File: src/design/scd_pkg.sv
package scd_pkg;

  localparam int LineLen      = 66;
  localparam int DataLen      = 64;
  localparam int CsumPos      = 64;
  localparam int MaxValuesDef = 1024;

  localparam logic [7:0] CharBias    = 8'd48;
  localparam logic [2:0] DigitsReset = 3'd3;

  // one decoded result, moved from the decoder to the output register
  typedef struct packed {
    logic        value_valid;
    logic [23:0] value;
    logic [9:0]  value_index;
    logic        checksum_valid;
    logic        checksum_ok;
    logic [10:0] values_so_far;
  } result_t;

  // clamp the digit count register to 1..4
  function automatic logic [2:0] effective_digits(input logic [2:0] dpv);
    logic [2:0] d;
    d = dpv;
    if (dpv == 3'd0) begin
      d = 3'd1;
    end else if (dpv > 3'd4) begin
      d = 3'd4;
    end
    return d;
  endfunction

endpackage

File: src/design/scd_decode.sv
module scd_decode
  import scd_pkg::*;
#(
  parameter int MAX_VALUES = MaxValuesDef
) (
  input  logic          clk,
  input  logic          rst,
  input  logic          step,
  input  logic          start_of_block,
  input  logic [7:0]    character,
  input  logic [2:0]    digits_per_value,
  output result_t       res
);

  logic [6:0]  line_position, line_position_next;
  logic [1:0]  digit_count, digit_count_next;
  logic [23:0] value_accumulator, value_accumulator_next;
  logic [10:0] stored_count, stored_count_next;
  logic [5:0]  line_sum, line_sum_next;

  logic [6:0]  pos;
  logic [1:0]  cnt;
  logic [23:0] acc;
  logic [10:0] stored;
  logic [5:0]  lsum;
  logic [5:0]  digit;
  logic [23:0] acc_shift;
  logic [7:0]  csum_char;

  always_comb begin
    // a start of block clears everything before this character is handled
    pos    = start_of_block ? 7'd0 : line_position;
    cnt    = start_of_block ? 2'd0 : digit_count;
    acc    = start_of_block ? 24'd0 : value_accumulator;
    stored = start_of_block ? 11'd0 : stored_count;
    lsum   = start_of_block ? 6'd0 : line_sum;

    digit     = 6'(character - CharBias);
    acc_shift = {acc[17:0], digit};
    csum_char = {2'b00, lsum} + CharBias;

    line_position_next     = (pos == 7'(LineLen - 1)) ? 7'd0 : pos + 7'd1;
    digit_count_next       = cnt;
    value_accumulator_next = acc;
    stored_count_next      = stored;
    line_sum_next          = lsum;

    res.value_valid    = 1'b0;
    res.value          = '0;
    res.value_index    = '0;
    res.checksum_valid = 1'b0;
    res.checksum_ok    = 1'b0;

    if (pos < 7'(DataLen)) begin
      line_sum_next = lsum + character[5:0];
      if ({1'b0, cnt} + 3'd1 >= effective_digits(digits_per_value)) begin
        if (stored < 11'(MAX_VALUES)) begin
          res.value_valid   = 1'b1;
          res.value         = acc_shift;
          res.value_index   = stored[9:0];
          stored_count_next = stored + 11'd1;
        end
        value_accumulator_next = '0;
        digit_count_next       = 2'd0;
      end else begin
        value_accumulator_next = acc_shift;
        digit_count_next       = cnt + 2'd1;
      end
    end else if (pos == 7'(CsumPos)) begin
      res.checksum_valid = 1'b1;
      res.checksum_ok    = (csum_char == character);
      line_sum_next      = 6'd0;
    end

    res.values_so_far = stored_count_next;
  end

  always_ff @(posedge clk) begin
    if (rst) begin
      line_position     <= '0;
      digit_count       <= '0;
      value_accumulator <= '0;
      stored_count      <= '0;
      line_sum          <= '0;
    end else if (step) begin
      line_position     <= line_position_next;
      digit_count       <= digit_count_next;
      value_accumulator <= value_accumulator_next;
      stored_count      <= stored_count_next;
      line_sum          <= line_sum_next;
    end
  end

endmodule

File: src/design/scan_line_char_decoder.sv
// channel   | direction | handshake          | payload
// ----------+-----------+--------------------+-----------------------------------------
// s_        | in        | s_tvalid/s_tready  | s_tuser: start_of_block, s_tdata: character
// m_        | out       | m_tvalid/m_tready  | m_tuser: flags, m_tdata: value, index, count
// cfg_      | in        | cfg_valid/cfg_ready| cfg_data: digits_per_value
//
// one character per cycle sustained while m_ is not stalled; a character accepted on s_
// passes through the input register, then is decoded into the result register
// rst is synchronous, active high; it clears the line state, the count of stored
// values and both pipeline valids, and sets digits_per_value back to 3
// a stall on m_tready holds the result register and backs up into the input
// register; s_tready drops only when both registers are full and m_ is stalled
module scan_line_char_decoder
  import scd_pkg::*;
#(
  parameter int MAX_VALUES = MaxValuesDef
) (
  input  logic        clk,
  input  logic        rst,
  input  logic        s_tvalid,
  output logic        s_tready,
  input  logic [7:0]  s_tdata,   // [7:0] character
  input  logic        s_tuser,   // [0] start_of_block
  output logic        m_tvalid,
  input  logic        m_tready,
  output logic [47:0] m_tdata,   // [23:0] value, [33:24] value_index, [44:34] values_so_far
  output logic [2:0]  m_tuser,   // [0] value_valid, [1] checksum_valid, [2] checksum_ok
  input  logic        cfg_valid,
  output logic        cfg_ready,
  input  logic [2:0]  cfg_data   // [2:0] digits_per_value
);

  // config register, always writable
  logic [2:0] digits_per_value;

  // input register
  logic       in_valid;
  logic       in_sob;
  logic [7:0] in_char;

  // result register
  logic       out_valid;
  result_t    out_res;
  result_t    dec_res;

  logic advance;
  logic step;

  assign cfg_ready = 1'b1;

  // the result register can take a new result when empty or being drained
  assign advance  = !out_valid || m_tready;
  assign s_tready = !in_valid || advance;
  assign step     = in_valid && advance;

  always_ff @(posedge clk) begin
    if (rst) begin
      digits_per_value <= DigitsReset;
    end else if (cfg_valid && cfg_ready) begin
      digits_per_value <= cfg_data;
    end
  end

  // input register
  always_ff @(posedge clk) begin
    if (rst) begin
      in_valid <= 1'b0;
    end else if (s_tvalid && s_tready) begin
      in_valid <= 1'b1;
    end else if (advance) begin
      in_valid <= 1'b0;
    end
  end

  always_ff @(posedge clk) begin
    if (s_tvalid && s_tready) begin
      in_sob  <= s_tuser;
      in_char <= s_tdata;
    end
  end

  // decode logic plus line and block state, advanced once per character
  scd_decode #(
    .MAX_VALUES(MAX_VALUES)
  ) u_decode (
    .clk             (clk),
    .rst             (rst),
    .step            (step),
    .start_of_block  (in_sob),
    .character       (in_char),
    .digits_per_value(digits_per_value),
    .res             (dec_res)
  );

  // result register
  always_ff @(posedge clk) begin
    if (rst) begin
      out_valid <= 1'b0;
    end else if (advance) begin
      out_valid <= in_valid;
    end
  end

  always_ff @(posedge clk) begin
    if (step) begin
      out_res <= dec_res;
    end
  end

  assign m_tvalid = out_valid;
  assign m_tdata  = {3'b000, out_res.values_so_far, out_res.value_index, out_res.value};
  assign m_tuser  = {out_res.checksum_ok, out_res.checksum_valid, out_res.value_valid};

endmodule
File: config.mk
export PLATFORM = sky130hd
export DESIGN_NAME = scan_line_char_decoder
export DESIGN_NICKNAME = d
export VERILOG_FILES = /design/src/design/scd_pkg.sv /design/src/design/scd_decode.sv /design/src/design/scan_line_char_decoder.sv
export SDC_FILE = /design/constraint.sdc
export NUM_CORES = 1
export LEC_CHECK = 0
export BUFFER_PORTS_ARGS = -buffer_cell sky130_fd_sc_hd__clkbuf_2
export CORE_ASPECT_RATIO = 1.4
export CORE_UTILIZATION = 40
export DETAILED_ROUTE_END_ITERATION = 16
export HOLD_SLACK_MARGIN = 0.02
export SLEW_MARGIN = 15
export SYNTH_ARGS = -nofsm -noshare
export SYNTH_HDL_FRONTEND = slang
export SYNTH_HIERARCHICAL = 1
export SYNTH_SLANG_ARGS = --single-unit
File: constraint.sdc
create_clock -name clk -period 3.9 [get_ports clk]
set_input_delay 0.585 -clock clk [delete_from_list [all_inputs] [get_ports clk]]
set_output_delay 0.585 -clock clk [all_outputs]
set_load 0.01 [all_outputs]
* Word level (Yosys, flattened, before mapping)
Index checks and enable logic that the tools add are counted.
** Word-level totals
- Output and inout bits :: 54
- Logic and storage cells :: 64
- RAM bits :: 0
- Input port bits :: 17
- Memory bits (read-only) :: 0
- Bits in latches :: 0
- Memories kept :: 0
- Bits in registers :: 106
** Operators by class
- Shifts and indexed selects :: 0
- Eq/ne operators :: 3
- Reduce and logical (&&, ||, !) cells :: 11
- Divide/modulo/power cells :: 0
- Add/subtract/negate cells :: 7
- Multiplexer cells :: 22
- Multiply operators :: 0
- Magnitude comparators :: 4
- Bitwise logic cells :: 1
** Operator list (count)
- two-way mux 18 bit :: 3
- two-way mux 11 bit :: 4
- two-way mux 35 bit :: 1
- two-way mux 6 bit :: 3
- == test 7 bit (second input constant) :: 2
- two-way mux 7 bit :: 2
- adder 11 x 1 -> 11 bit (second input constant) :: 1
- less-than comparator 11 bit (second input constant) :: 1
- two-way mux 3 bit :: 3
- == test 7 x 8 -> 1 bit :: 1
- two-way mux 2 bit :: 4
- adder 6 x 6 -> 7 bit (second input constant) :: 1
- adder 7 x 1 -> 7 bit (second input constant) :: 1
- less-than comparator 7 bit (second input constant) :: 1
- adder 6 bit :: 1
- subtractor 6 bit (second input constant) :: 1
- adder 2 x 1 -> 3 bit (second input constant) :: 1
- greater-or-equal comparator 3 bit :: 1
- > comparator 3 bit (second input constant) :: 1
- logical NOT 3 bit :: 1
- AND reduction 3 bit :: 1
- adder 2 x 1 -> 2 bit (second input constant) :: 1
- logical AND 1 bit :: 2
- logical NOT 1 bit :: 2
- 6 further kinds :: 8

* Depth between registers and ports, before layout
Gate-level depths: netlist of run 1.
- Depth after elaboration :: 7
- Gate-level depth with buffers :: 12
- Gate-level depth less buffers :: 9

* By module
Netlist of run 1, hierarchy kept.
** Modules (own cells, without submodules)
- scd_decode :: cells an instance 360, area an instance 2819.0 µm², instances 1, sequential area each 880.8 µm²
- scan_line_char_decoder :: cells an instance 82, area an instance 1936.9 µm², instances 1, sequential area each 1811.7 µm²

* Worst setup path after synthesis of run 1
OpenSTA, ideal clock, no wires.
- Path kind :: input port to flip-flop
- Start :: input port m_tready
- End :: register u_decode.value_accumulator[17]
- Data arrival time :: 2.894 ns
- Setup time :: 0.065 ns
- Required time :: 3.835 ns
- Stages :: 7
- Path buffers :: 1
- Slack :: 0.941 ns
- Cell sequence :: nand2b_1 -> and2_1 -> nand2b_1 -> nor3_1 -> buf_2 -> a22oi_1 -> nor2_1
** Between the ends
- Word-level cells in the longest chain between the ends :: 2
** RTL lines
- start: declaration :: RTL line scan_line_char_decoder.sv:25 : input logic m_tready,
- logical OR 1 bit :: RTL line scan_line_char_decoder.sv:52 : assign advance = !out_valid || m_tready;
- logical AND 1 bit :: RTL line scan_line_char_decoder.sv:54 : assign step = in_valid && advance;
- via step :: RTL line scan_line_char_decoder.sv:47 : logic step;
- end signal: assignment :: RTL line scd_decode.sv:88 : value_accumulator <= value_accumulator_next;
- end: declaration :: RTL line scd_decode.sv:17 : logic [23:0] value_accumulator, value_accumulator_next;
The timed path passes the listed nets, and every way through them passes these cells.
A chain may end at the register's enable or synchronous reset.

==> metrics.txt, run 1 <==
outcome=finished clean; r2r setup slk=0.81 ns; post-synthesis async set-or-reset flop share=0%; CTS sink cnt=106; maximum vdd ir drop=0.282 mV; CTS tree=done; RSZ-0062 raised after global routing=false; WP data required=4.00 ns; crit-path max cell delay=0.74 ns; Placer Congestion=0.794; total power=2.35 mW; Tcrit/Tclk final=79.2%; initial antenna violation count=0; port bufs=66; n_diodes=0; remaining antenna violation count=0; Power Density=429 nW/µm²; kind of critical path=flop to flop; EDFF count, synth=57; mapped cell area=4760 µm²; share of the synthesized area in the top cell type=36.0%; root buffer cell=clkbuf_16; Data arrival, critical path=3.18 ns; I/O pin count=71; first-pass GRT wire length=15100 µm; Switching Fraction=25.6%; CTS Buf Count=9; WL/cell=14.0 µm; Worst-path clk slew=0.08 ns; Max clock buf depth=2; endpoint type of the worst setup path=flop; fmax=324 MHz; crit path from=in_sob; First DRT Iteration DRCs=221; Synthesis Warnings=6; area leader, netlist=edfxtp_1; Hold Violations, Final=0; pin count of the biggest net entering global routing=62; DP Cell Count=633; Final Critical Period=3.09 ns; CP Launch Type=flop; Layout Cells excl Fill=649; Die Area=12300 µm²; Finish-stage setup viols=0; CP top delay family=simple AND/OR/NAND/NOR gates; worst hold path class=input pin to flop; internal power=1.75 mW; part of the power in registers=52.8%; Yosys reg bits=106; DRC violations left=0; DRT Pass-1 Iters=5; syn avg cell area=10.8 µm²; Tot GR Track Use=15.8%; Leak Pwr=2.14 nW; top post-synthesis cells by area=edfxtp_1 36%, dfxtp_1 21%, ha_1 3.9%; Vias per Instance=5.16; Post-CTS Hold Buffers=0; crit-path max FO=25; Main synth FF type=edfxtp_1; worst flop-to-flop path endpoint=m_tdata[38]; Worst Path Buf+Inv=0; Die Wd=94.2 µm; Seq/Total Area, Yosys=56.6%; commonest cells after routing, fill and taps aside=66 x clkbuf_2, 57 x edfxtp_1, 49 x dfxtp_1; area of the core=11500 µm²; Pins Over Slew Limit=0; Logic pwr share=8.9%; vias in the first global route=3211; final-stage net count=533; Yosys cell types=55; commonest non-fill, non-tap cell in the layout=clkbuf_2; Layout area overhead=15.2%; initial core utilization=41.5%; crit path cell chain=nor2b_1 > ha_1 > ha_1 > nand2_1 > o21a_1 > nor4_4 > nand2_1 > xnor2_1; share of cells above drive strength 1=20.2%; Setup TNS=0 ns; worst r2r path cells=8; CP max stage cell=nor4_4; clk_lat worst skew=0.35 ns; GRT Residual Overflow=0; H-Tree Depth=3; postcts setup bufs=0; critical path depth=8; Die H=131 µm; Vias=3350; Switch Pwr=0.600 mW; Site Rows=46; Slew Limit Headroom=29.5%; clock group share of total power=38.3%; Mapped Cells=442; hpwl dp=6180 µm; MaxCap Viol Count=0; Tightest Pin Transition=1.06 ns; cts repair resizes=0; crit path to=m_tdata[38]; drt total wl=9100 µm; clk_skew=0.00541 ns; Crit Reg-Reg Startpoint=in_sob
==> through the flow <==
stage	utilization, %	setup slack, ns	area (µm²)	hold WS, ns
finish	47.8	0.812	5480	0.407
global route	47.8	0.541	5480	0.395
CTS	47.8	0.774	5480	0.393
detailed placement	45.1	0.817	5170	0.446
global placement	45.1	0.954	5170	0.438
floorplan	-	0.941	4760	0.427
==> kinds of logic (layout without fill, tap and decap cells) <==
family,after synthesis,in the layout,synth area share [%]
fa+ha+maj,16,16,4.37
xor+xnor,14,14,2.58
compound gates,84,84,10.9
other cells,2,4,0.158
mux,5,5,1.08
buf+inv,37,98,3.81
simple gates,178,178,20.5
flops,106,106,56.6
==> how the worst min path moves through the flow <==
stage / start / end / slack, ns / cells after the start
2_1_floorplan: u_decode/digit_count[1] / u_decode/digit_count[1] / 0.43 / 2
3_3_place_gp: u_decode/digit_count[1] / u_decode/digit_count[1] / 0.44 / 2
3_5_place_dp: u_decode/digit_count[1] / u_decode/digit_count[1] / 0.45 / 2
4_1_cts: s_tdata[1] / in_char[1] / 0.39 / 1
5_1_grt: s_tdata[0] / in_char[0] / 0.39 / 1
6_report: s_tdata[1] / in_char[1] / 0.41 / 1
==> power groups by stage <==
stage               combinational, mW  sequential, mW  clock, mW
floorplan                       0.139            1.27          0
global placement                0.205            1.27          0
detailed placement              0.210            1.27          0
CTS                             0.211            1.24      0.926
global route                    0.233            1.25      0.972
finish                          0.208            1.24      0.900
==> cell usage after synthesis, types with 4 or more instances <==
master / count
edfxtp_1: 57
dfxtp_1: 49
nor2_1: 46
a21oi_1: 31
and2_1: 26
nand2_1: 24
a22oi_1: 20
ha_1: 15
nand3_1: 14
o21ai_0: 14
nor2b_1: 13
clkbuf_1: 12
inv_1: 11
nand2b_1: 11
nor3_1: 9
xnor2_1: 7
xor2_1: 7
a31oi_1: 6
and3_1: 5
buf_2: 5
buf_4: 5
nand4_1: 5
and3_2: 4
mux2i_1: 4
==> area by class of cell <==
cell class                      count  area, µm²
Tap cell                          144        180
Clock buffer                        9        225
Timing Repair Buffer               70        360
Clock inverter                      7       80.1
Sequential cell                   106       2690
Multi-Input combinational cell    301       1890
Fill cell                        1095       5980
Inverter                           12       47.5
==> sequential cells by signal, indices dropped and copies added (netlist names), 2 cells and up <==
name	count
u_decode/stored_count	11
m_tdata	45
u_decode/line_sum	6
digits_per_value	3
u_decode/value_accumulator	18
u_decode/line_position	7
m_tuser	3
u_decode/digit_count	2
in_char	8
==> worst register-to-register path, cell delays in order (launching register included) <==
cell      delay, ns
edfxtp_1       0.52
nor2b_1        0.27
ha_1           0.29
ha_1           0.29
nand2_1        0.08
o21a_1         0.30
nor4_4         0.75
nand2_1        0.17
xnor2_1        0.18
==> routing by layer <==
metal	part of all wire (%)	GRT usage (%)	wire, µm	vias to the layer above
li1	-	-	-	1679
met1	45	19.2	4110	1580
met2	49	27.2	4440	80
met3	4.1	3.24	373	11
met4	1.9	6.33	173	0
met5	0	0	0	-
(Power assumes the default switching activity.)
==> run 2: changes to the inputs <==
clock period = 2.75 ns   (was 3.9 ns; I/O delays follow)
==> run 2 against run 1 <==
Net effect: combinational power grew 50%; largest power group unchanged; cell area grew 1.2%; die area is the same; largest cell class unchanged; global-route usage grew 0.088 points; first-iteration DRC count shrank 34%.
==> metrics.txt, run 2 (synthesis gave the netlist of run 1 again) <==
outcome=finished clean; First DRT Iteration DRCs=145 (-34%); final worst slack=0.294 ns (-0.518 ns); final-stage net count=542 (+1.7%); Die Wd=94.2 µm (unchanged); Vias=3392 (+1.3%); endpoint type of the worst setup path=flop; DRC violations left=0 (unchanged); pre-CTS setup slack=0.310 ns (-0.507 ns); M2 GR Usage=27.8% (+0.60 points); share of cells above drive strength 1=21.6% (+1.4 points); CP Launch Type=flop; initial antenna violation count=0 (unchanged); Setup TNS=0 ns (unchanged); crit-path max FO=22 (-12%); kind of critical path=flop to flop; Data arrival, critical path=2.72 ns (-0.46 ns); I/O pin count=71 (unchanged); clk_lat worst skew=0.35 ns (about the same); max FFs per register=45 (unchanged); drt total wl=9400 µm (+3.4%); Hold Violations, Final=0 (unchanged); commonest cells after routing, fill and taps aside=66 x clkbuf_2, 57 x edfxtp_1, 49 x dfxtp_1; Placer Congestion=0.802 (+0.98%); commonest non-fill, non-tap cell in the layout=clkbuf_2; Worst-path clk slew=0.08 ns (about the same); Power Density=602 nW/µm² (+40%); port bufs=66 (unchanged); first-pass GRT wire length=15100 µm (about the same); placed cell area=5240 µm² (+1.3%); WL/cell=14.3 µm (+1.9%); n_diodes=0 (unchanged); Die Area=12300 µm² (unchanged); initial core utilization=41.5% (unchanged); worst hold path class=input pin to flop; pin count of the biggest net entering global routing=33 (-47%); fin util=48.4% (+0.59 points); total power=3.34 mW (+42%); postcts setup bufs=0 (unchanged); clk_skew=0.0106 ns (+0.00518 ns); design area=5540 µm² (+1.2%); Tot GR Track Use=15.9% (+0.088 points); DRT Pass-1 Iters=4 (-1); vias in the first global route=3220 (+0.28%); Tightest Pin Transition=0.746 ns (-0.312 ns); Post-CTS Hold Buffers=0 (unchanged); Max clock buf depth=2 (unchanged); met1 Use GR=18.9% (-0.32 points); Die H=131 µm (unchanged); Finish-stage setup viols=0 (unchanged); Top Usage Layer GRT=met2; Vias per Instance=5.16 (-0.13%); remaining antenna violation count=0 (unchanged); GRT Residual Overflow=0 (unchanged); met3 Track Usage GR=2.66% (-0.58 points); CTS sink cnt=106 (unchanged); cts repair resizes=0 (unchanged); RSZ-0062 raised after global routing=false; CTS Buf Count=9 (unchanged); Leak Pwr=2.19 nW (+2.0%); Site Rows=46 (unchanged); CTS tree=done; Layout area overhead=16.6%; Pins Over Slew Limit=0 (unchanged); Final Critical Period=2.46 ns (-0.632 ns); root buffer cell=clkbuf_16; Slew Limit Headroom=50.2% (+21 points); H-Tree Depth=3 (unchanged); maximum vdd ir drop=0.290 mV (+2.6%); FILL cells=1061 (-3.1%); area of the core=11500 µm² (unchanged); Tcrit/Tclk final=89.3% (+10 points); MaxCap Viol Count=0 (unchanged); WP data required=3.01 ns (-0.99 ns); hpwl dp=6780 µm (+9.6%); fmax=407 MHz (+26%)
==> run 2: routing by layer <==
metal  wire length [µm]  vias to the layer above
met5                  0                        -
li1                   -                     1695
met1               4060                     1610
met3                295                       10
met2               4880                       77
met4                170                        0
==> run 2: path summary, 6_finish.rpt <==
check | from | slack (ns) | depth (start not counted) | to
setup / recovery | in_sob | 0.29 | 9 | u_decode/stored_count[6]
hold / removal | s_tdata[7] | 0.24 | 1 | in_char[7]
setup reg to reg | in_sob | 0.29 | 9 | u_decode/stored_count[6]
hold reg to reg | in_valid | 0.46 | 2 | m_tvalid
==> run 2: where the power goes <==
part	leakage, nW	internal, mW	switching, mW
Clock	0.146	0.647	0.619
Sequential	0.939	1.73	0.0299
Combinational	1.10	0.114	0.198
==> run 2: cell type report <==
cell class,instances,area (µm²),share of cell area (%)
Timing Repair Buffer,79,428,7.72
Tap cell,144,180,3.25
Multi-Input combinational cell,301,1890,34.1
Inverter,12,47.5,0.858
Sequential cell,106,2690,48.6
Clock buffer,9,225,4.06
Clock inverter,7,80.1,1.44
==> run 2: metrics by stage <==
step,hold slack [ns],cells
2_1_floorplan,0.427,444
3_3_place_gp,0.439,642
3_5_place_dp,0.457,642
4_1_cts,0.223,658
5_1_grt,0.228,658
6_report,0.240,658
==> run 2: worst max-delay path, stage by stage, from the launching register on <==
cell      delay, ns
edfxtp_1       0.46
nor2b_1        0.25
ha_1           0.29
ha_1           0.29
nand2_1        0.08
o21ai_2        0.11
buf_4          0.27
nand3_2        0.12
or3_1          0.36
a21oi_1        0.14
==> run 3: changes to the inputs <==
CORE_UTILIZATION = 51   (was 40)
PLACE_DENSITY = 0.75   (was not set)
==> run 3 against run 2 <==
Net effect: via count increased by 0.68%; fmax shrank 0.81%; combinational power barely moved; sequential power about the same; global-route usage grew 3.6 points; routed wire length down 3.9%; setup slack got worse by 0.020 ns; clock skew shrank 0.0012 ns; critical path depth unchanged; cell area fell by 1.1%; critical path type unchanged; largest cell class unchanged; largest power group unchanged.
==> metrics.txt, run 3 (synthesis gave the netlist of run 1 again) <==
Power Density=605 nW/µm² (+0.65%); fmax=404 MHz (-0.81%); Die H=116 µm (-11%); DRC violations left=0 (unchanged); CP top delay family=simple AND/OR/NAND/NOR gates; Worst-path clk slew=0.08 ns (about the same); commonest cells after routing, fill and taps aside=66 x clkbuf_2, 57 x edfxtp_1, 49 x dfxtp_1; worst r2r path cells=9 (unchanged); Data arrival, critical path=2.75 ns (+0.03 ns); worst hold path class=input pin to flop; H-Tree Depth=3 (unchanged); root buffer cell=clkbuf_16; r2r setup slk=0.27 ns (-0.02 ns); placed cell area=5180 µm² (-1.0%); First DRT Iteration DRCs=256 (+77%); vias in the first global route=3169 (-1.6%); crit path from=in_sob; Finish-stage setup viols=0 (unchanged); postcts setup bufs=0 (unchanged); Slew Limit Headroom=54.0% (+3.8 points); share of cells above drive strength 1=21.4% (-0.15 points); WP data required=3.02 ns (about the same); Tightest Pin Transition=0.690 ns (-0.0563 ns); area of the core=9030 µm² (-21%); CP max stage cell=edfxtp_1; Layout area overhead=15.3%; GRT Residual Overflow=0 (unchanged); drt total wl=9040 µm (-3.9%); CTS Buf Count=9 (unchanged); worst flop-to-flop path endpoint=u_decode/stored_count[6]; Die Wd=83.6 µm (-11%); CTS tree=done; crit-path max FO=11 (-50%); Die Area=9720 µm² (-21%); CP Launch Type=flop; commonest non-fill, non-tap cell in the layout=clkbuf_2; clk_skew=0.00935 ns (-0.00125 ns); Max clock buf depth=2 (unchanged); final-stage net count=541 (-0.18%); crit path cell chain=nor2b_1 > ha_1 > ha_1 > nand2_1 > o21ai_2 > buf_4 > nand3_2 > or3_1 > a21oi_1; initial core utilization=52.7% (+11 points); Vias=3415 (+0.68%); Sequential Area=2690 µm² (unchanged); FILL cells=751 (-29%); Site Rows=41 (-11%); RSZ-0062 raised after global routing=false; kind of critical path=flop to flop; clk_lat worst skew=0.35 ns (about the same); endpoint type of the worst setup path=flop; crit-path max cell delay=0.43 ns (-0.03 ns); most used cell, CP=ha_1; Tot GR Track Use=19.5% (+3.6 points); CTS sink cnt=106 (unchanged); Worst Path Buf+Inv=1 (unchanged); Setup TNS=0 ns (unchanged); MaxCap Viol Count=0 (unchanged); design area=5480 µm² (-1.1%); outcome=finished clean; hpwl dp=6360 µm (-6.2%); min-delay src=s_tdata[6]; Tcrit/Tclk final=90.0% (+0.73 points); initial antenna violation count=0 (unchanged); n_diodes=0 (unchanged); Pins Over Slew Limit=0 (unchanged); remaining antenna violation count=0 (unchanged); fin util=60.7% (+12 points); WHS=0.229 ns (-0.0118 ns); pin count of the biggest net entering global routing=39 (+18%); Hold Violations, Final=0 (unchanged); critical path depth=9 (unchanged); maximum vdd ir drop=0.486 mV (+68%); cts repair resizes=0 (unchanged); Post-CTS Hold Buffers=0 (unchanged); max FFs per register=45 (unchanged); Leak Pwr=2.17 nW (-0.49%); Vias per Instance=5.51 (+6.8%); crit path to=u_decode/stored_count[6]; Multi-input gate area=1890 µm² (unchanged); Crit Reg-Reg Startpoint=in_sob; port bufs=66 (unchanged); Placer Congestion=0.792 (-1.2%); WL/cell=14.6 µm (+2.0%); Final Critical Period=2.48 ns (+0.0202 ns); total power=3.32 mW (-0.49%); first-pass GRT wire length=14900 µm (-1.3%); DRT Pass-1 Iters=5 (+1); I/O pin count=71 (unchanged)
==> run 3: power by group <==
group / internal [mW] / switching, mW / total, mW / leakage (nW)
Combinational: 0.113 / 0.197 / 0.309 / 1.10
Sequential: 1.73 / 0.0288 / 1.76 / 0.939
Clock: 0.641 / 0.612 / 1.25 / 0.139
==> run 3: worst min path at each step <==
stage,endpoint,cells past startpoint
floorplan,u_decode/digit_count[1],2
global placement,u_decode/digit_count[1],2
detailed placement,u_decode/digit_count[1],2
CTS,in_char[4],1
global route,in_char[4],1
finish,in_char[6],1
==> run 3: per-stage QoR <==
stage / instances / setup slack [ns]
after floorplan: 444 / 0.295
after global placement: 604 / 0.414
after detailed placement: 604 / 0.293
after CTS: 620 / 0.273
after global routing: 620 / 0.0789
final: 620 / 0.274
==> run 3: worst register-to-register path, delay by kind of cell (launching register included) <==
| family | cells | cell delay, ns |
|---|---|---|
| AO/OA/AOI/OAI | 2 | 0.40 |
| buffers and inverters | 1 | 0.23 |
| AND/OR/NAND/NOR | 4 | 0.77 |
| adder cells (fa/ha/maj) | 2 | 0.57 |
| flip-flops | 1 | 0.43 |
==> run 3: final cells by class <==
class	instances	share of cell area, %
sequential	106	49.1
multi-input combinational	301	34.5
timing repair buffer	78	7.67
clock buffer	9	4.11
tap	107	2.44
clock inverter	7	1.30
inverter	12	0.867
==> run 3: layer usage <==
metal  global-route usage (%)  share of wire (%)  vias up
li1                         -                  -     1700
met1                     22.6                 41     1598
met2                     34.3                 51      100
met3                     3.39                4.9       17
met4                     11.6                2.6        0
met5                        0                  0        -
